File: src/design/bprhd_pkg.sv
`timescale 1ns / 1ps
// ----------------------------------------------------------------------------
// bprhd_pkg
// Types and constants of the button press, release and hold detector.
// ----------------------------------------------------------------------------
package bprhd_pkg;

   localparam int MAX_CH = 16;
   localparam int CH_W = 4;
   localparam int WORD_W = 16;
   localparam int TIMER_W = 16;
   localparam logic [TIMER_W-1:0] HOLD_TICKS_RESET = 16'd1000;

   localparam logic FUNC_SAMPLE = 1'b0;
   localparam logic FUNC_TICK = 1'b1;

   localparam logic [1:0] EV_PRESS = 2'd0;
   localparam logic [1:0] EV_RELEASE = 2'd1;
   localparam logic [1:0] EV_HOLD = 2'd2;

   typedef struct packed {
      logic              func;
      logic [WORD_W-1:0] status_word;
   } req_type;

   typedef struct packed {
      logic [CH_W-1:0] channel;
      logic [1:0]      event_kind;
      logic            last_event;
   } rsp_type;

   // one channel's state and inputs as seen by the update unit
   typedef struct packed {
      logic               func;
      logic               lvl_now;
      logic               lvl_was;
      logic               first;
      logic [TIMER_W-1:0] timer;
      logic               running;
      logic               reported;
      logic [TIMER_W-1:0] hold_ticks;
   } chan_in_type;

   typedef struct packed {
      logic               emit;
      logic [1:0]         kind;
      logic [TIMER_W-1:0] timer;
      logic               running;
      logic               reported;
   } chan_upd_type;

endpackage

File: src/design/button_press_release_hold_detector_unit.sv
`timescale 1ns / 1ps
// ----------------------------------------------------------------------------
// button_press_release_hold_detector_unit
// Press, release and hold detector for up to 16 button channels.
// ----------------------------------------------------------------------------
// Each item is a status word or a 1 ms tick. A single channel update unit
// visits the active channels, min(CHANNELS,16) of them, one per clock
// unless the result side stalls; a flush state then hands over the final
// event and the block returns to idle. Events come out in ascending channel
// order, the final one of an item marked by last_event. req_ready is low
// while an item is at work. hold_ticks is written through the csr port
// while idle.
// ----------------------------------------------------------------------------
module button_press_release_hold_detector_unit #(
   parameter int CHANNELS = 16
) (
   input  logic                              clock,
   input  logic                              reset,
   input  logic                              req_valid,
   output logic                              req_ready,
   input  bprhd_pkg::req_type                req_data,
   output logic                              rsp_valid,
   input  logic                              rsp_ready,
   output bprhd_pkg::rsp_type                rsp_data,
   input  logic                              csr_valid,
   output logic                              csr_ready,
   input  logic [bprhd_pkg::TIMER_W-1:0]     csr_wdata
);

   localparam int ACTIVE = (CHANNELS < bprhd_pkg::MAX_CH) ? CHANNELS : bprhd_pkg::MAX_CH;
   localparam int IDX_W = (ACTIVE > 1) ? $clog2(ACTIVE) : 1;

   typedef enum logic [2:0] {
      ST_IDLE  = 3'b001,
      ST_RUN   = 3'b010,
      ST_FLUSH = 3'b100
   } state_type;

   state_type                     state_ff, state_in;
   logic [IDX_W-1:0]              cnt_ff, cnt_in;
   bprhd_pkg::req_type            item_ff, item_in;
   logic [bprhd_pkg::TIMER_W-1:0] hold_ticks_ff, hold_ticks_in;
   logic [bprhd_pkg::WORD_W-1:0]  last_levels_ff, last_levels_in;
   logic                          first_ff, first_in;
   logic [bprhd_pkg::TIMER_W-1:0] timer_ff [ACTIVE];
   logic [bprhd_pkg::TIMER_W-1:0] timer_in [ACTIVE];
   logic [ACTIVE-1:0]             running_ff, running_in;
   logic [ACTIVE-1:0]             reported_ff, reported_in;
   bprhd_pkg::rsp_type            pend_ff, pend_in;
   logic                          pend_valid_ff, pend_valid_in;
   bprhd_pkg::rsp_type            rsp_ff, rsp_in;
   logic                          rsp_valid_ff, rsp_valid_in;

   bprhd_pkg::chan_in_type        chan_in;
   bprhd_pkg::chan_upd_type       chan_upd;
   logic                          out_free;
   logic                          stall;
   logic [bprhd_pkg::CH_W-1:0]    ch_idx;

   assign ch_idx = bprhd_pkg::CH_W'(cnt_ff);

   assign chan_in.func = item_ff.func;
   assign chan_in.lvl_now = item_ff.status_word[ch_idx];
   assign chan_in.lvl_was = last_levels_ff[ch_idx];
   assign chan_in.first = first_ff;
   assign chan_in.timer = timer_ff[cnt_ff];
   assign chan_in.running = running_ff[cnt_ff];
   assign chan_in.reported = reported_ff[cnt_ff];
   assign chan_in.hold_ticks = hold_ticks_ff;

   bprhd_chan_unit u_chan (
      .chan_in  (chan_in),
      .chan_upd (chan_upd)
   );

   assign req_ready = (state_ff == ST_IDLE);
   assign csr_ready = (state_ff == ST_IDLE);
   assign rsp_valid = rsp_valid_ff;
   assign rsp_data = rsp_ff;

   assign out_free = !rsp_valid_ff || rsp_ready;
   // a second event needs the output register before the pending one moves
   assign stall = chan_upd.emit && pend_valid_ff && !out_free;

   always_comb begin
      state_in = state_ff;
      cnt_in = cnt_ff;
      item_in = item_ff;
      hold_ticks_in = hold_ticks_ff;
      last_levels_in = last_levels_ff;
      first_in = first_ff;
      timer_in = timer_ff;
      running_in = running_ff;
      reported_in = reported_ff;
      pend_in = pend_ff;
      pend_valid_in = pend_valid_ff;
      rsp_in = rsp_ff;
      rsp_valid_in = rsp_valid_ff && !rsp_ready;

      if (csr_valid && csr_ready) begin
         hold_ticks_in = csr_wdata;
      end

      unique case (state_ff)
         ST_IDLE: begin
            if (req_valid) begin
               item_in = req_data;
               cnt_in = '0;
               state_in = ST_RUN;
            end
         end
         ST_RUN: begin
            if (!stall) begin
               timer_in[cnt_ff] = chan_upd.timer;
               running_in[cnt_ff] = chan_upd.running;
               reported_in[cnt_ff] = chan_upd.reported;
               if (chan_upd.emit) begin
                  if (pend_valid_ff) begin
                     rsp_in = pend_ff;
                     rsp_in.last_event = 1'b0;
                     rsp_valid_in = 1'b1;
                  end
                  pend_in.channel = ch_idx;
                  pend_in.event_kind = chan_upd.kind;
                  pend_in.last_event = 1'b0;
                  pend_valid_in = 1'b1;
               end
               if (cnt_ff == IDX_W'(ACTIVE - 1)) begin
                  if (item_ff.func == bprhd_pkg::FUNC_SAMPLE) begin
                     last_levels_in = item_ff.status_word;
                     first_in = 1'b0;
                  end
                  state_in = ST_FLUSH;
               end else begin
                  cnt_in = cnt_ff + 1'b1;
               end
            end
         end
         ST_FLUSH: begin
            if (!pend_valid_ff) begin
               state_in = ST_IDLE;
            end else if (out_free) begin
               rsp_in = pend_ff;
               rsp_in.last_event = 1'b1;
               rsp_valid_in = 1'b1;
               pend_valid_in = 1'b0;
               state_in = ST_IDLE;
            end
         end
         default: begin
            state_in = ST_IDLE;
         end
      endcase
   end

   always_ff @(posedge clock) begin
      if (reset) begin
         state_ff <= ST_IDLE;
         cnt_ff <= '0;
         hold_ticks_ff <= bprhd_pkg::HOLD_TICKS_RESET;
         last_levels_ff <= '0;
         first_ff <= 1'b1;
         running_ff <= '0;
         reported_ff <= '0;
         pend_valid_ff <= 1'b0;
         rsp_valid_ff <= 1'b0;
         for (int i = 0; i < ACTIVE; i++) begin
            timer_ff[i] <= '0;
         end
      end else begin
         state_ff <= state_in;
         cnt_ff <= cnt_in;
         hold_ticks_ff <= hold_ticks_in;
         last_levels_ff <= last_levels_in;
         first_ff <= first_in;
         running_ff <= running_in;
         reported_ff <= reported_in;
         pend_valid_ff <= pend_valid_in;
         rsp_valid_ff <= rsp_valid_in;
         timer_ff <= timer_in;
      end
   end

   always_ff @(posedge clock) begin
      item_ff <= item_in;
      pend_ff <= pend_in;
      rsp_ff <= rsp_in;
   end

endmodule

File: src/design/bprhd_chan_unit.sv
`timescale 1ns / 1ps
// ----------------------------------------------------------------------------
// bprhd_chan_unit
// Shared per-channel update: timer advance and threshold compare on a tick,
// edge detection and hold-mark handling on a status word.
// ----------------------------------------------------------------------------
module bprhd_chan_unit (
   input  bprhd_pkg::chan_in_type  chan_in,
   output bprhd_pkg::chan_upd_type chan_upd
);

   logic [bprhd_pkg::TIMER_W-1:0] timer_inc;

   // saturating increment
   assign timer_inc = (chan_in.timer == '1) ? chan_in.timer
                                            : chan_in.timer + 1'b1;

   always_comb begin
      chan_upd.emit = 1'b0;
      chan_upd.kind = bprhd_pkg::EV_PRESS;
      chan_upd.timer = chan_in.timer;
      chan_upd.running = chan_in.running;
      chan_upd.reported = chan_in.reported;
      if (chan_in.func == bprhd_pkg::FUNC_TICK) begin
         if (chan_in.running) begin
            if (timer_inc >= chan_in.hold_ticks) begin
               chan_upd.emit = 1'b1;
               chan_upd.kind = bprhd_pkg::EV_HOLD;
               chan_upd.timer = '0;
               chan_upd.running = 1'b0;
               chan_upd.reported = 1'b1;
            end else begin
               chan_upd.timer = timer_inc;
            end
         end
      end else if (chan_in.first || (chan_in.lvl_now != chan_in.lvl_was)) begin
         chan_upd.running = chan_in.lvl_now;
         chan_upd.timer = '0;
         if (chan_in.reported) begin
            // change after a hold is swallowed
            chan_upd.reported = 1'b0;
         end else begin
            chan_upd.emit = 1'b1;
            chan_upd.kind = chan_in.lvl_now ? bprhd_pkg::EV_PRESS
                                            : bprhd_pkg::EV_RELEASE;
         end
      end
   end

endmodule

File: config.mk
export PLATFORM = sky130hd
export DESIGN_NAME = button_press_release_hold_detector_unit
export DESIGN_NICKNAME = d
export VERILOG_FILES = /design/src/design/bprhd_pkg.sv /design/src/design/button_press_release_hold_detector_unit.sv /design/src/design/bprhd_chan_unit.sv
export SDC_FILE = /design/constraint.sdc
export NUM_CORES = 1
export LEC_CHECK = 0
export BUFFER_PORTS_ARGS = -buffer_cell sky130_fd_sc_hd__buf_2
export CAP_MARGIN = 20
export CORE_MARGIN = 10
export CORE_UTILIZATION = 51
export CTS_CLUSTER_DIAMETER = 40
export DETAILED_ROUTE_END_ITERATION = 8
export PLACE_DENSITY = 0.68
export SETUP_SLACK_MARGIN = 0.5
export SLEW_MARGIN = 40
export SYNTH_ARGS = -nofsm -noshare
export SYNTH_HDL_FRONTEND = slang
export SYNTH_HIERARCHICAL = 1
export SYNTH_SLANG_ARGS = --single-unit
File: constraint.sdc
create_clock -name clock -period 8.3 [get_ports clock]
set_clock_uncertainty 0.2 [all_clocks]
set_input_delay 0.415 -clock clock [delete_from_list [all_inputs] [get_ports clock]]
set_output_delay 0.415 -clock clock [all_outputs]
set_load 0.03 [all_outputs]
==> impl_results.md <==
* Status: finished, final reports clean
* Crit path buf inv count at 4
* First-pass GRT wire length at 66960 um
* FILL cells at 2592
* Post-Place Cell Area at 16740 um^2
* Global-route usage over all layers at 0.2104
* Post-route DRC at 0
* # setup viols final at 0
* Hold Vio Cnt, Final at 0
* Arrival time at the worst endpoint at 7.34 ns
* HPWL Detailed at 25520 um
* CTS root buf: clkbuf_16
* Global route total overflow at 0
* Pre-CTS setup slack at 1.138 ns
* Post-Route Utilization at 0.5912
* GP Congestion at 0.9267
* Register area share after synthesis at 0.4612
* Slew of the pin with the lowest slew margin at 0.8782 ns
* Diodes inserted at 0
* Share of post-route cells with drive strength above 1 at 0.1667
* Synth Warn # at 6
* Routed wire length at 41380 um
* #FFs+latches synth at 360
* Max-Cap Viols at 0
* Syn_nets at 1645
* CP Capture Type: register
* Clock share of power at 0.515
* Drt via density at 6.076
* Clk_lat worst skew at 0.55 ns
* Clk slew on worst S/H paths at 0.06 ns
* Slowest-stage cell, CP: dfxtp_4
* Detail Route Antenna Nets at 0
* Fin crit share at 0.8606
* Area Growth Syn to Fin at 14.60%
* Clock Sink Count at 360
* Unrepaired setup endpoints after global routing: false
* Data required time of the critical path at 8.49 ns
* Final instance area at 18650 um^2
* Headroom to the max-slew limit at 0.4145
* Reg area at 7515 um^2
* # IOs at 48
* Fmax at 140.0 MHz
* Die height at 198.7 um
* Worst setup margin at 1.157 ns
* Family with the most delay on the worst path: simple AND/OR/NAND/NOR gates
* Worst stage delay on the critical path at 0.91 ns
* Commonest cells after routing, fill and taps aside: dfxtp_1, nand3b_1, o21ai_0, mux4_2, nand2_1
* LEAKAGE at 0.006667 uW
* Sw power at 850.9 uW
* EDFF count, synth at 30
* Yosys cell types at 54
* DR iter-0 viols at 1259
* Syn Inst Count at 1586
* CP startpoint: ch_idx[1]
* Setup TNS at 0 ns
* Hold Path Class: in -> reg
* Die W at 198.7 um
* Wire length per cell at 20.34 um
* Core area at 31560 um^2
* CP cell instances: buf_4 > mux4_2 > a22oi_1 > nand2_1 > nand4_2 > or3_4 > nand2b_1 > nand2_1 > nand2_1 > ha_1 > nor2b_1 > o211a_1 > o311ai_1 > nand3_1 > inv_1 > o32ai_1 > nand4b_1 > buf_4 > nand4_2 > buf_4 > nand3b_1 > o21ai_0
* Routed wl met3 at 2537 um
* Part of the power in registers at 0.451
* CTS tree: built
* PD cells at 211.2 nW/um^2
* Reg2Reg Launch Point: ch_idx[1]
* Initial antenna violation count at 0
* Area of the multi-input gates at 8099 um^2
* Max rail drop VDD at 0.0001140 V
* PortBufs at 47
* Metal-1 WL at 18400 um
* Main area contributors after synthesis: dfxtp_1, nand3b_1, mux4_2
* Synthesized cell area at 16280 um^2
* Crit path launch type: register
* Crit path kind: reg -> reg
* FP Rows at 65
* Commonest non-fill, non-tap cell in the layout: dfxtp_1
* Yosys top cell area share at 0.4058
* Clock buffer count from CTS at 47
* Met2 wire len at 19380 um
* Mean post-synth cell area at 10.26 um^2
* Die area at 39460 um^2
* Detailed Routing Iterations Pass 1 at 6
* Tmin final at 7.143 ns
* Crit Path Max Fanout at 53
* Async SR Flop Fraction at 0
* H-tree levels at 2
* Top cell type by total area after synthesis: dfxtp_1
* Int Power at 3089 uW
* Logic pwr share at 0.034
* Slew Viols, Final at 0
* Top sig layer: met4
* Post-CTS Setup Inserts at 0
* Start point of the worst hold path: rsp_ready
* Switching part of the total power at 0.2160
* Starting density of the core at 0.5159
* Largest net degree at the start of global routing at 144
* Nets at 1659
* Vias in the first global route at 12.01k
* Ys flop type: dfxtp_1
* CTS max path bufs at 3
* Vias at 12.36k
[worst register-to-register path, cell delays in order, from the launching register on]
cell and delay [ns]:
dfxtp_4 0.91, buf_4 0.49, mux4_2 0.27, a22oi_1 0.10, nand2_1 0.29, nand4_2 0.20, or3_4 0.47, nand2b_1 0.25
nand2_1 0.12, nand2_1 0.08, ha_1 0.30, nor2b_1 0.14, o211a_1 0.21, o311ai_1 0.40, nand3_1 0.27, inv_1 0.14
o32ai_1 0.14, nand4b_1 0.54, buf_4 0.28, nand4_2 0.55, buf_4 0.46, nand3b_1 0.12, o21ai_0 0.08
[power by group through the flow]
stage / logic [uW] / clock network, uW / registers [uW]
6_report: 133 / 2030 / 1780
5_1_grt: 145 / 2130 / 1780
4_1_cts: 132 / 2060 / 1780
3_5_place_dp: 120 / 0 / 1810
3_3_place_gp: 115 / 0 / 1810
2_1_floorplan: 91.0 / 0 / 1810
[final timing paths]
path	endpoint	slack (ns)	cells after the start
hold reg to reg	rsp_data[2]	0.22	0
hold / removal	rsp_valid	0.03	4
setup reg to reg	timer_ff[95]	1.16	22
setup / recovery	timer_ff[95]	1.16	22
[area by class of cell]
class,count,share of cell area
multi-input cells,1048,0.4342
flip-flops and latches,360,0.4028
clock buffers,58,0.06855
repair buffers,116,0.04621
well taps,402,0.02696
clock inverters,23,0.01583
inverters,27,0.005433
[timing repair]
action,in CTS,in global routing
hold buffers,33,0
endpoints found under the hold margin,33,0
gates resized for setup,0,0
[through the flow]
step,power [uW],std cells,hold WS [ns]
3_3_place_gp,1930,1917,0.2043
2_1_floorplan,1900,1586,0.2003
4_1_cts,3966,2033,0.02417
6_report,3940,2034,0.03031
5_1_grt,4053,2034,0.06339
3_5_place_dp,1933,1919,0.2089
[flip-flops by register name, summed over array words and instances (netlist names), 3 cells and up]
| name | flops |
|---|---|
| rsp_data | 7 |
| item_ff | 16 |
| timer_ff | 256 |
| hold_ticks_ff | 16 |
| last_levels_ff | 16 |
| reported_ff | 16 |
| running_ff | 16 |
| ch_idx | 4 |
| pend_ff | 6 |
| state_ff | 3 |
[synth_stat cells, drive strengths merged, types with 12 or more instances]
| cell | n |
|---|---|
| ha | 21 |
| clkbuf | 125 |
| buf | 26 |
| nand3b | 277 |
| edfxtp | 30 |
| nor2 | 37 |
| nand2b | 53 |
| mux2i | 35 |
| mux4 | 80 |
| nand4 | 22 |
| o21ai | 282 |
| a21oi | 32 |
| a22oi | 41 |
| inv | 27 |
| nand3 | 12 |
| dfxtp | 330 |
| nand2 | 78 |
[routing by layer]
layer / GRT usage / up-vias
met4: 0.06527 / 0
met5: 0 / -
met1: 0.2807 / 6084
li1: - / 5838
met3: 0.03717 / 69
met2: 0.3404 / 367
[cell families (layout without fill, tap and decap cells)]
group / count (synthesis) / after routing / synth area share
buffers and inverters: 178 / 224 / 0.04466
AOI/OAI and AO/OA: 383 / 383 / 0.1295
and+or+nand+nor: 517 / 517 / 0.2095
adders and majority gates: 21 / 21 / 0.01614
muxes: 117 / 117 / 0.1336
xor gates and xnor gates: 10 / 10 / 0.005380
DFF: 360 / 360 / 0.4612
Power figures use the tool's default switching activity.
